**config.mk**
```make
export PLATFORM = sky130hd
export DESIGN_NAME = gate_peak_base_detector_unit
export DESIGN_NICKNAME = d
export VERILOG_FILES = /design/src/gpbd_pkg.sv /design/src/gpbd_front.sv /design/src/gpbd_queue.sv /design/src/gpbd_back.sv /design/src/gate_peak_base_detector_unit.sv
export SDC_FILE = /design/constraint.sdc
export NUM_CORES = 2
export LEC_CHECK = 0
export BUFFER_PORTS_ARGS = -buffer_cell sky130_fd_sc_hd__buf_2
export CAP_MARGIN = 20
export CORE_AREA = 2 2 365 367
export DETAILED_ROUTE_END_ITERATION = 16
export DIE_AREA = 0 0 367 369
export GPL_TIMING_DRIVEN = 0
export SYNTH_ARGS = -nofsm -noshare
export SYNTH_HDL_FRONTEND = slang
export SYNTH_SLANG_ARGS = --single-unit
```
**constraint.sdc**
```tcl
create_clock -name clock -period 17.9 [get_ports clock]
set_clock_uncertainty 0.2 [all_clocks]
set_input_delay 3.58 -clock clock [delete_from_list [all_inputs] [get_ports clock]]
set_output_delay 3.58 -clock clock [all_outputs]
set_load 0.005 [all_outputs]
```
**src/gpbd_pkg.sv**
```systemverilog
// Shared constants, types and helpers for the gate peak and base detector.
package gpbd_pkg;

   localparam int MAX_SAMPLES = 4096;
   localparam int CNT_W = $clog2(MAX_SAMPLES + 1);
   localparam int IDX_W = $clog2(MAX_SAMPLES);
   localparam int GATE_W = 12;
   localparam int POS_W = 12;
   localparam int AMP_W = 8;
   localparam int COEF_W = 24;
   localparam int OUT_W = 28;
   localparam int FRAC_DROP = 8;
   localparam int PROD_W = IDX_W + COEF_W;
   localparam int QUEUE_DEPTH = 2;
   localparam int QPTR_W = (QUEUE_DEPTH > 1) ? $clog2(QUEUE_DEPTH) : 1;
   localparam int QCNT_W = $clog2(QUEUE_DEPTH + 1);
   localparam int CSR_IDX_W = 3;
   localparam logic [OUT_W-1:0] OUT_MAX = {OUT_W{1'b1}};

   typedef enum logic [CSR_IDX_W-1:0] {
      CSR_GATE_START   = 3'd0,
      CSR_GATE_END     = 3'd1,
      CSR_DISTANCE     = 3'd2,
      CSR_DEPTH        = 3'd3,
      CSR_SURFACE      = 3'd4
   } csr_index_type;

   typedef struct packed {
      logic [GATE_W-1:0] gate_start;
      logic [GATE_W-1:0] gate_end;
   } gate_cfg_type;

   typedef struct packed {
      logic [COEF_W-1:0] distance;
      logic [COEF_W-1:0] depth;
      logic [COEF_W-1:0] surface;
   } coef_cfg_type;

   typedef struct packed {
      logic [AMP_W-1:0] peak_height;
      logic             peak_found;
      logic [POS_W-1:0] peak_position;
      logic             base_found;
      logic [IDX_W-1:0] base_index;
      logic             overflow;
   } summary_type;

   typedef struct packed {
      logic full;
      logic empty;
   } queue_status_type;

   function automatic logic [OUT_W-1:0] sat_scale(input logic [PROD_W-1:0] prod);
      logic [PROD_W-1:0] shifted;
      shifted = prod >> FRAC_DROP;
      if (64'(shifted) > 64'(OUT_MAX)) begin
         return OUT_MAX;
      end
      return OUT_W'(shifted);
   endfunction

endpackage

```
**src/gpbd_front.sv**
```systemverilog
// Sample front end: tracks gated peak and latest zero, emits one summary per frame.
module gpbd_front
   import gpbd_pkg::*;
(
   input  logic             clock,
   input  logic             reset,
   input  logic             req_valid,
   output logic             req_stall,
   input  logic [AMP_W-1:0] req_amplitude,
   input  logic             req_last_sample,
   input  gate_cfg_type     gate_cfg,
   input  logic             queue_full,
   output logic             push,
   output summary_type      push_data
);

   logic [CNT_W-1:0] count_ff, count_in;
   logic [AMP_W-1:0] best_amp_ff, best_amp_in;
   logic [IDX_W-1:0] best_pos_ff, best_pos_in;
   logic             best_valid_ff, best_valid_in;
   logic [IDX_W-1:0] zero_pos_ff, zero_pos_in;
   logic             zero_valid_ff, zero_valid_in;
   logic [IDX_W-1:0] cap_pos_ff, cap_pos_in;
   logic             cap_valid_ff, cap_valid_in;
   logic             ovf_ff, ovf_in;
   logic [IDX_W-1:0] idx;
   logic             gated;
   logic             accept;
   logic             base;

   assign req_stall = queue_full;
   assign accept = req_valid && !req_stall;
   assign idx = count_ff[IDX_W-1:0];
   assign gated = (32'(idx) >= 32'(gate_cfg.gate_start)) &&
                  (32'(idx) <= 32'(gate_cfg.gate_end));

   always_comb begin
      count_in = count_ff;
      best_amp_in = best_amp_ff;
      best_pos_in = best_pos_ff;
      best_valid_in = best_valid_ff;
      zero_pos_in = zero_pos_ff;
      zero_valid_in = zero_valid_ff;
      cap_pos_in = cap_pos_ff;
      cap_valid_in = cap_valid_ff;
      ovf_in = ovf_ff;
      if (count_ff >= CNT_W'(MAX_SAMPLES)) begin
         ovf_in = 1'b1;
      end else begin
         if (gated && (req_amplitude > best_amp_ff)) begin
            best_amp_in = req_amplitude;
            best_pos_in = idx;
            best_valid_in = 1'b1;
            cap_pos_in = zero_pos_ff;
            cap_valid_in = zero_valid_ff;
         end
         if (req_amplitude == '0) begin
            zero_pos_in = idx;
            zero_valid_in = 1'b1;
         end
         count_in = count_ff + 1'b1;
      end
   end

   always_comb begin
      base = best_valid_in && cap_valid_in;
      push = accept && req_last_sample;
      push_data.peak_height = best_valid_in ? best_amp_in : '0;
      push_data.peak_found = best_valid_in;
      push_data.peak_position = best_valid_in ? POS_W'(best_pos_in) : '0;
      push_data.base_found = base;
      push_data.base_index = base ? cap_pos_in : '0;
      push_data.overflow = ovf_in;
   end

   always_ff @(posedge clock) begin
      if (reset || push) begin
         count_ff <= '0;
         best_amp_ff <= '0;
         best_pos_ff <= '0;
         best_valid_ff <= 1'b0;
         zero_pos_ff <= '0;
         zero_valid_ff <= 1'b0;
         cap_pos_ff <= '0;
         cap_valid_ff <= 1'b0;
         ovf_ff <= 1'b0;
      end else if (accept) begin
         count_ff <= count_in;
         best_amp_ff <= best_amp_in;
         best_pos_ff <= best_pos_in;
         best_valid_ff <= best_valid_in;
         zero_pos_ff <= zero_pos_in;
         zero_valid_ff <= zero_valid_in;
         cap_pos_ff <= cap_pos_in;
         cap_valid_ff <= cap_valid_in;
         ovf_ff <= ovf_in;
      end
   end

endmodule

```
**src/gpbd_queue.sv**
```systemverilog
// Short summary queue between the front end and the scaling back end.
module gpbd_queue
   import gpbd_pkg::*;
(
   input  logic             clock,
   input  logic             reset,
   input  logic             push,
   input  summary_type      push_data,
   input  logic             pop,
   output summary_type      pop_data,
   output queue_status_type status
);

   summary_type       entry_ff [QUEUE_DEPTH];
   logic [QPTR_W-1:0] wr_ptr_ff;
   logic [QPTR_W-1:0] rd_ptr_ff;
   logic [QCNT_W-1:0] count_ff;
   logic              do_push;
   logic              do_pop;

   assign status.full = (count_ff == QCNT_W'(QUEUE_DEPTH));
   assign status.empty = (count_ff == '0);
   assign do_push = push && !status.full;
   assign do_pop = pop && !status.empty;
   assign pop_data = entry_ff[rd_ptr_ff];

   function automatic logic [QPTR_W-1:0] bump(input logic [QPTR_W-1:0] ptr);
      return (ptr == QPTR_W'(QUEUE_DEPTH - 1)) ? '0 : ptr + 1'b1;
   endfunction

   always_ff @(posedge clock) begin
      if (do_push) begin
         entry_ff[wr_ptr_ff] <= push_data;
      end
   end

   always_ff @(posedge clock) begin
      if (reset) begin
         wr_ptr_ff <= '0;
         rd_ptr_ff <= '0;
         count_ff <= '0;
      end else begin
         if (do_push) begin
            wr_ptr_ff <= bump(wr_ptr_ff);
         end
         if (do_pop) begin
            rd_ptr_ff <= bump(rd_ptr_ff);
         end
         case ({do_push, do_pop})
            2'b10:   count_ff <= count_ff + 1'b1;
            2'b01:   count_ff <= count_ff - 1'b1;
            default: count_ff <= count_ff;
         endcase
      end
   end

endmodule

```
**src/gpbd_back.sv**
```systemverilog
// Back end: scales the base index by the three coefficients and drives the result.
module gpbd_back
   import gpbd_pkg::*;
(
   input  logic              clock,
   input  logic              reset,
   input  coef_cfg_type      coef_cfg,
   input  queue_status_type  q_status,
   input  summary_type       q_data,
   output logic              pop,
   output logic              stage_valid,
   output logic              rsp_valid,
   input  logic              rsp_stall,
   output logic [AMP_W-1:0]  rsp_peak_height,
   output logic              rsp_peak_found,
   output logic [POS_W-1:0]  rsp_peak_position,
   output logic              rsp_base_found,
   output logic [POS_W-1:0]  rsp_base_position,
   output logic [OUT_W-1:0]  rsp_base_distance,
   output logic [OUT_W-1:0]  rsp_depth,
   output logic [OUT_W-1:0]  rsp_surface_distance,
   output logic              rsp_frame_overflow
);

   logic               s1_valid_ff;
   summary_type        s1_sum_ff;
   logic [PROD_W-1:0]  dist_prod_ff, dist_prod_in;
   logic [PROD_W-1:0]  depth_prod_ff, depth_prod_in;
   logic [PROD_W-1:0]  surf_prod_ff, surf_prod_in;
   logic               out_valid_ff;
   logic               advance;
   logic               load_s1;

   assign advance = !out_valid_ff || !rsp_stall;
   assign load_s1 = !s1_valid_ff || advance;
   assign pop = load_s1 && !q_status.empty;
   assign stage_valid = s1_valid_ff;
   assign rsp_valid = out_valid_ff;

   assign dist_prod_in = PROD_W'(q_data.base_index) * PROD_W'(coef_cfg.distance);
   assign depth_prod_in = PROD_W'(q_data.base_index) * PROD_W'(coef_cfg.depth);
   assign surf_prod_in = PROD_W'(q_data.base_index) * PROD_W'(coef_cfg.surface);

   always_ff @(posedge clock) begin
      if (reset) begin
         s1_valid_ff <= 1'b0;
         out_valid_ff <= 1'b0;
      end else begin
         if (load_s1) begin
            s1_valid_ff <= !q_status.empty;
         end
         if (advance) begin
            out_valid_ff <= s1_valid_ff;
         end
      end
   end

   always_ff @(posedge clock) begin
      if (pop) begin
         s1_sum_ff <= q_data;
         dist_prod_ff <= dist_prod_in;
         depth_prod_ff <= depth_prod_in;
         surf_prod_ff <= surf_prod_in;
      end
      if (advance && s1_valid_ff) begin
         rsp_peak_height <= s1_sum_ff.peak_height;
         rsp_peak_found <= s1_sum_ff.peak_found;
         rsp_peak_position <= s1_sum_ff.peak_position;
         rsp_base_found <= s1_sum_ff.base_found;
         rsp_base_position <= POS_W'(s1_sum_ff.base_index);
         rsp_base_distance <= sat_scale(dist_prod_ff);
         rsp_depth <= sat_scale(depth_prod_ff);
         rsp_surface_distance <= sat_scale(surf_prod_ff);
         rsp_frame_overflow <= s1_sum_ff.overflow;
      end
   end

endmodule

```
**src/gate_peak_base_detector_unit.sv**
```systemverilog
// Top level of the gate peak and base detector: registers, front end, queue, back end.
//
// Usage:
//   req_* carries one amplitude sample per transfer; req_last_sample marks the
//   final sample of a frame. Samples are indexed from 0 within each frame.
//   rsp_* carries one result per frame, produced by the transfer that carries
//   req_last_sample. csr_* writes the gate bounds and the three Q8.16
//   coefficients; csr_ready is always high. Write them only while idle.
// Throughput: one sample per cycle while req_stall is low; the front end updates its
//   peak and zero trackers with one compare pair per sample.
// Path: the summary of the last-sample transfer is registered in the summary
//   queue, then in the multiplier stage, then in the output register.
// Stall: while rsp_stall is high the result holds; the back end fills, then
//   the two-entry summary queue, and only then is req_stall raised.
// Reset: synchronous; clears frame state, queue and result valid, and loads
//   the default gate (0..4095) and coefficients (1.0, 1.0, 0.0).
module gate_peak_base_detector_unit
   import gpbd_pkg::*;
(
   input  logic                 clock,
   input  logic                 reset,
   input  logic                 req_valid,
   output logic                 req_stall,
   input  logic [AMP_W-1:0]     req_amplitude,
   input  logic                 req_last_sample,
   output logic                 rsp_valid,
   input  logic                 rsp_stall,
   output logic [AMP_W-1:0]     rsp_peak_height,
   output logic                 rsp_peak_found,
   output logic [POS_W-1:0]     rsp_peak_position,
   output logic                 rsp_base_found,
   output logic [POS_W-1:0]     rsp_base_position,
   output logic [OUT_W-1:0]     rsp_base_distance,
   output logic [OUT_W-1:0]     rsp_depth,
   output logic [OUT_W-1:0]     rsp_surface_distance,
   output logic                 rsp_frame_overflow,
   input  logic                 csr_valid,
   output logic                 csr_ready,
   input  logic [CSR_IDX_W-1:0] csr_index,
   input  logic [COEF_W-1:0]    csr_data
);

   gate_cfg_type     gate_cfg_ff;
   coef_cfg_type     coef_cfg_ff;
   logic             push;
   summary_type      push_data;
   logic             pop;
   summary_type      pop_data;
   queue_status_type q_status;
   logic             stage_valid;

   assign csr_ready = 1'b1;

   always_ff @(posedge clock) begin
      if (reset) begin
         gate_cfg_ff.gate_start <= '0;
         gate_cfg_ff.gate_end <= '1;
         coef_cfg_ff.distance <= COEF_W'(65536);
         coef_cfg_ff.depth <= COEF_W'(65536);
         coef_cfg_ff.surface <= '0;
      end else if (csr_valid && csr_ready) begin
         case (csr_index)
            CSR_GATE_START: gate_cfg_ff.gate_start <= csr_data[GATE_W-1:0];
            CSR_GATE_END:   gate_cfg_ff.gate_end <= csr_data[GATE_W-1:0];
            CSR_DISTANCE:   coef_cfg_ff.distance <= csr_data;
            CSR_DEPTH:      coef_cfg_ff.depth <= csr_data;
            CSR_SURFACE:    coef_cfg_ff.surface <= csr_data;
            default:        ;
         endcase
      end
   end

   gpbd_front u_front (
      .clock           (clock),
      .reset           (reset),
      .req_valid       (req_valid),
      .req_stall       (req_stall),
      .req_amplitude   (req_amplitude),
      .req_last_sample (req_last_sample),
      .gate_cfg        (gate_cfg_ff),
      .queue_full      (q_status.full),
      .push            (push),
      .push_data       (push_data)
   );

   gpbd_queue u_queue (
      .clock     (clock),
      .reset     (reset),
      .push      (push),
      .push_data (push_data),
      .pop       (pop),
      .pop_data  (pop_data),
      .status    (q_status)
   );

   gpbd_back u_back (
      .clock                (clock),
      .reset                (reset),
      .coef_cfg             (coef_cfg_ff),
      .q_status             (q_status),
      .q_data               (pop_data),
      .pop                  (pop),
      .stage_valid          (stage_valid),
      .rsp_valid            (rsp_valid),
      .rsp_stall            (rsp_stall),
      .rsp_peak_height      (rsp_peak_height),
      .rsp_peak_found       (rsp_peak_found),
      .rsp_peak_position    (rsp_peak_position),
      .rsp_base_found       (rsp_base_found),
      .rsp_base_position    (rsp_base_position),
      .rsp_base_distance    (rsp_base_distance),
      .rsp_depth            (rsp_depth),
      .rsp_surface_distance (rsp_surface_distance),
      .rsp_frame_overflow   (rsp_frame_overflow)
   );

`ifndef SYNTHESIS
   a_no_push_when_full: assert property (@(posedge clock) disable iff (reset)
      push |-> !q_status.full)
      else $error("summary pushed into a full queue");

   a_stall_only_when_full: assert property (@(posedge clock) disable iff (reset)
      req_stall |-> (q_status.full && stage_valid && rsp_valid))
      else $error("input stalled while the back end had room");

   a_result_from_stage: assert property (@(posedge clock) disable iff (reset)
      $rose(rsp_valid) |-> $past(stage_valid))
      else $error("result appeared without a filled multiplier stage");
`endif

endmodule

```
==> qor.yml <==
synth_area_sq_um: 43020
cts_hold_buf: 0
wl_per_cell_microns: 18.41
overflow: 0
clock_path_buffers: 3
grt_pass1_vias: 31680
drc: 0
grt_usage_pct: 17.64
synth_top_family_by_area: "adder cells"
postSynthCellCount: 4405
io_buffers: 160
fp.coreArea_sq_um: 131100
antenna_left: 0
hold_slack_ns: 0.1842
fp.dieH_microns: 369
root_buffer: "clkbuf_16"
gp_congestion: 0.9168
htreeDepth: 2
diodes: 0
synthSimpleGateAreaFrac_pct: 14.04
setup_viol: 0
path_clk_slew_ns: 0.06
critPathLaunchType: "register"
slew-limit-headroom_pct: 17.25
slew_violations: 0
place_hpwl_microns: 93290
power_density_nw_per_um2: 83.09
routed_wl_microns: 118600
ys_async_sr_fraction_pct: 0
antenna_found_initial: 11
cts_resized: 0
yosys_warnings: 0
drv_cap: 0
fin_cells: 6442
layout_setup_ws_ns: 9.326
end_kind: "register"
yosysMostFrequentCell: "nand2_1"
finalNetCount: 5581
holdCritPathClass: "reg2reg"
grt_pass1_wl_microns: 184300
synth_flop_cell: "edfxtp_1"
min_period_ns: 8.574
worstMarginPinSlew_ns: 1.241
worstSetupPathType: "reg2reg"
synthXorXnorAreaFrac_pct: 1.853
ys_ff_latch: 472
cts_tree: "done"
fillers: 13370
viasPerCell: 4.746
drtIter0Drc: 2047
synth_top_area_share_pct: 30.58
cts_buffers: 57
synth_compound_area_share_pct: 5.253
rsz0062_at_grt: "no"
p_leak_nw: 21.73
row_count: 133
ys_types: 66
die_w_microns: 367
postCtsSetupBuffers: 0
synthMuxAreaShare_pct: 1.989
final_core_util_pct: 36.82
post-place-cells: 6332
synth_nets: 5348
synthTopCellsByArea: "fa_1 31%, edfxtp_1 22%, dfxtp_1 7.6%, nand2_1 7.5%, inv_1 7.2%"
grt_max_degree: 29
cts.sinks: 472
dr.pass1.iters: 6
dieArea_sq_um: 135400
total_power_w: 0.004012
dpl_worst_slack_ns: 9.456
synth-edff-count: 308
crit_arrival_ns: 8.71
syn_area_per_cell_sq_um: 9.766
ys_seq_area_share_pct: 29.13
start_util_pct: 32.81
area_growth_pct: 12.25
fin_crit_sh_pct: 47.90
max_freq_ghz: 0.1166
status: "completed"
drive_gt1_share_pct: 7.211
worstPathRequired_ns: 18.03
num_io_pins: 163
worst_skew_pair.late_latency_ns: 0.71
yosys-top-cells-count: "862 x nand2_1, 827 x inv_1, 657 x fa_1"
hold_viol_final: 0
synthAdderAreaFrac_pct: 37.70
ir_drop_mv: 0.08974
path_max_fanout: 10
vias: 30580
yosysTopAreaCell: "fa_1"
==> cell families (layout without fill, tap and decap cells) <==
logic type / Yosys count / in the layout
AO/OA/AOI/OAI: 364 / 364
XOR/XNOR: 91 / 91
adder cells (fa/ha/maj): 902 / 902
buffers and inverters: 1144 / 1426
flip-flops: 472 / 472
multiplexers: 81 / 81
other: 1 / 1
AND/OR/NAND/NOR: 1350 / 1350
==> registers in the layout, summed over array words and instances (netlist names), 13 cells and up, named ones only <==
signal / cells
coef_cfg_ff: 72
u_queue.entry_ff: 70
u_back.s1_sum_ff: 35
u_back.depth_prod_ff: 28
u_back.dist_prod_ff: 28
u_back.rsp_base_distance: 28
u_back.rsp_depth: 28
u_back.rsp_surface_distance: 28
u_back.surf_prod_ff: 28
gate_cfg_ff: 24
u_front.count_ff: 13
==> cell usage in the layout (no fill, tap or decap), drive strengths merged, types with 26 or more instances in the layout <==
cell,Yosys,layout
nand2,862,862
inv,827,835
fa,657,657
clkbuf,302,370
edfxtp,308,308
ha,245,245
and2,237,237
buf,15,189
a21oi,179,179
dfxtp,164,164
nor2,92,92
xnor2,65,65
o21ai,59,59
nand3,51,51
mux2i,45,45
a21o,43,43
mux2,36,36
xor2,26,26
==> worst max-delay path, stage by stage, from the launching register on <==
cell and delay (ns):
dfxtp_1 0.39, buf_6 0.18, clkbuf_1 0.65, mux2_2 0.59
buf_1 0.71, nand2_1 0.22, fa_1 0.51, fa_1 0.50
inv_1 0.06, fa_1 0.40, fa_1 0.51, inv_1 0.05
fa_1 0.47, inv_1 0.04, ha_1 0.31, a21o_1 0.17
a21o_1 0.17, a221o_1 0.36, a31o_4 0.25, a31oi_4 0.24
nand2b_4 0.19, a21oi_4 0.09, and4_1 0.23, nor4_1 0.69
==> through the flow <==
stage                     cell area [sq um]  setup TNS [ns]
after CTS                             48260               0
after global placement                46010         -324.31
after detailed placement              46300               0
final                                 48290               0
after global routing                  48290               0
after floorplan                       43020               0
==> where the power goes <==
part / switching, W / internal, W / total (W) / leakage (nW)
logic: 0.000856 / 0.000405 / 0.00126 / 16.5
clock network: 0.000521 / 0.000687 / 0.00121 / 0.948
registers: 0.0000597 / 0.00148 / 0.00154 / 4.23
total: 0.00144 / 0.00258 / 0.00401 / 21.7
==> layout make-up <==
type	instances	area, sq um	area share (%)
Buffer	317	1206	2.498
Clock buffer	68	1519	3.146
Clock inverter	40	437.9	0.9069
Inverter	827	3104	6.429
Multi-Input combinational cell	2789	26210	54.28
Sequential cell	472	12530	25.95
Tap cell	1755	2196	4.548
Timing Repair Buffer	174	1082	2.241
==> worst paths after layout <==
check                            start                      end  slack [ns]  cells past startpoint
setup / recovery              register  u_back.surf_prod_ff[29]        9.33                     23
hold / removal    u_back.s1_sum_ff[13]    u_back.rsp_base_found        0.18                      0
setup reg to reg              register  u_back.surf_prod_ff[29]        9.33                     23
hold reg to reg   u_back.s1_sum_ff[13]    u_back.rsp_base_found        0.18                      0
==> layer usage <==
| layer | part of all wire (%) | GRT usage, % |
|---|---|---|
| met5 | 0.068 | 0 |
| met4 | 2.9 | 4.879 |
| met3 | 8.3 | 4.236 |
| met2 | 48 | 29.36 |
| met1 | 41 | 22.84 |
Power figures use the tool's default switching activity.
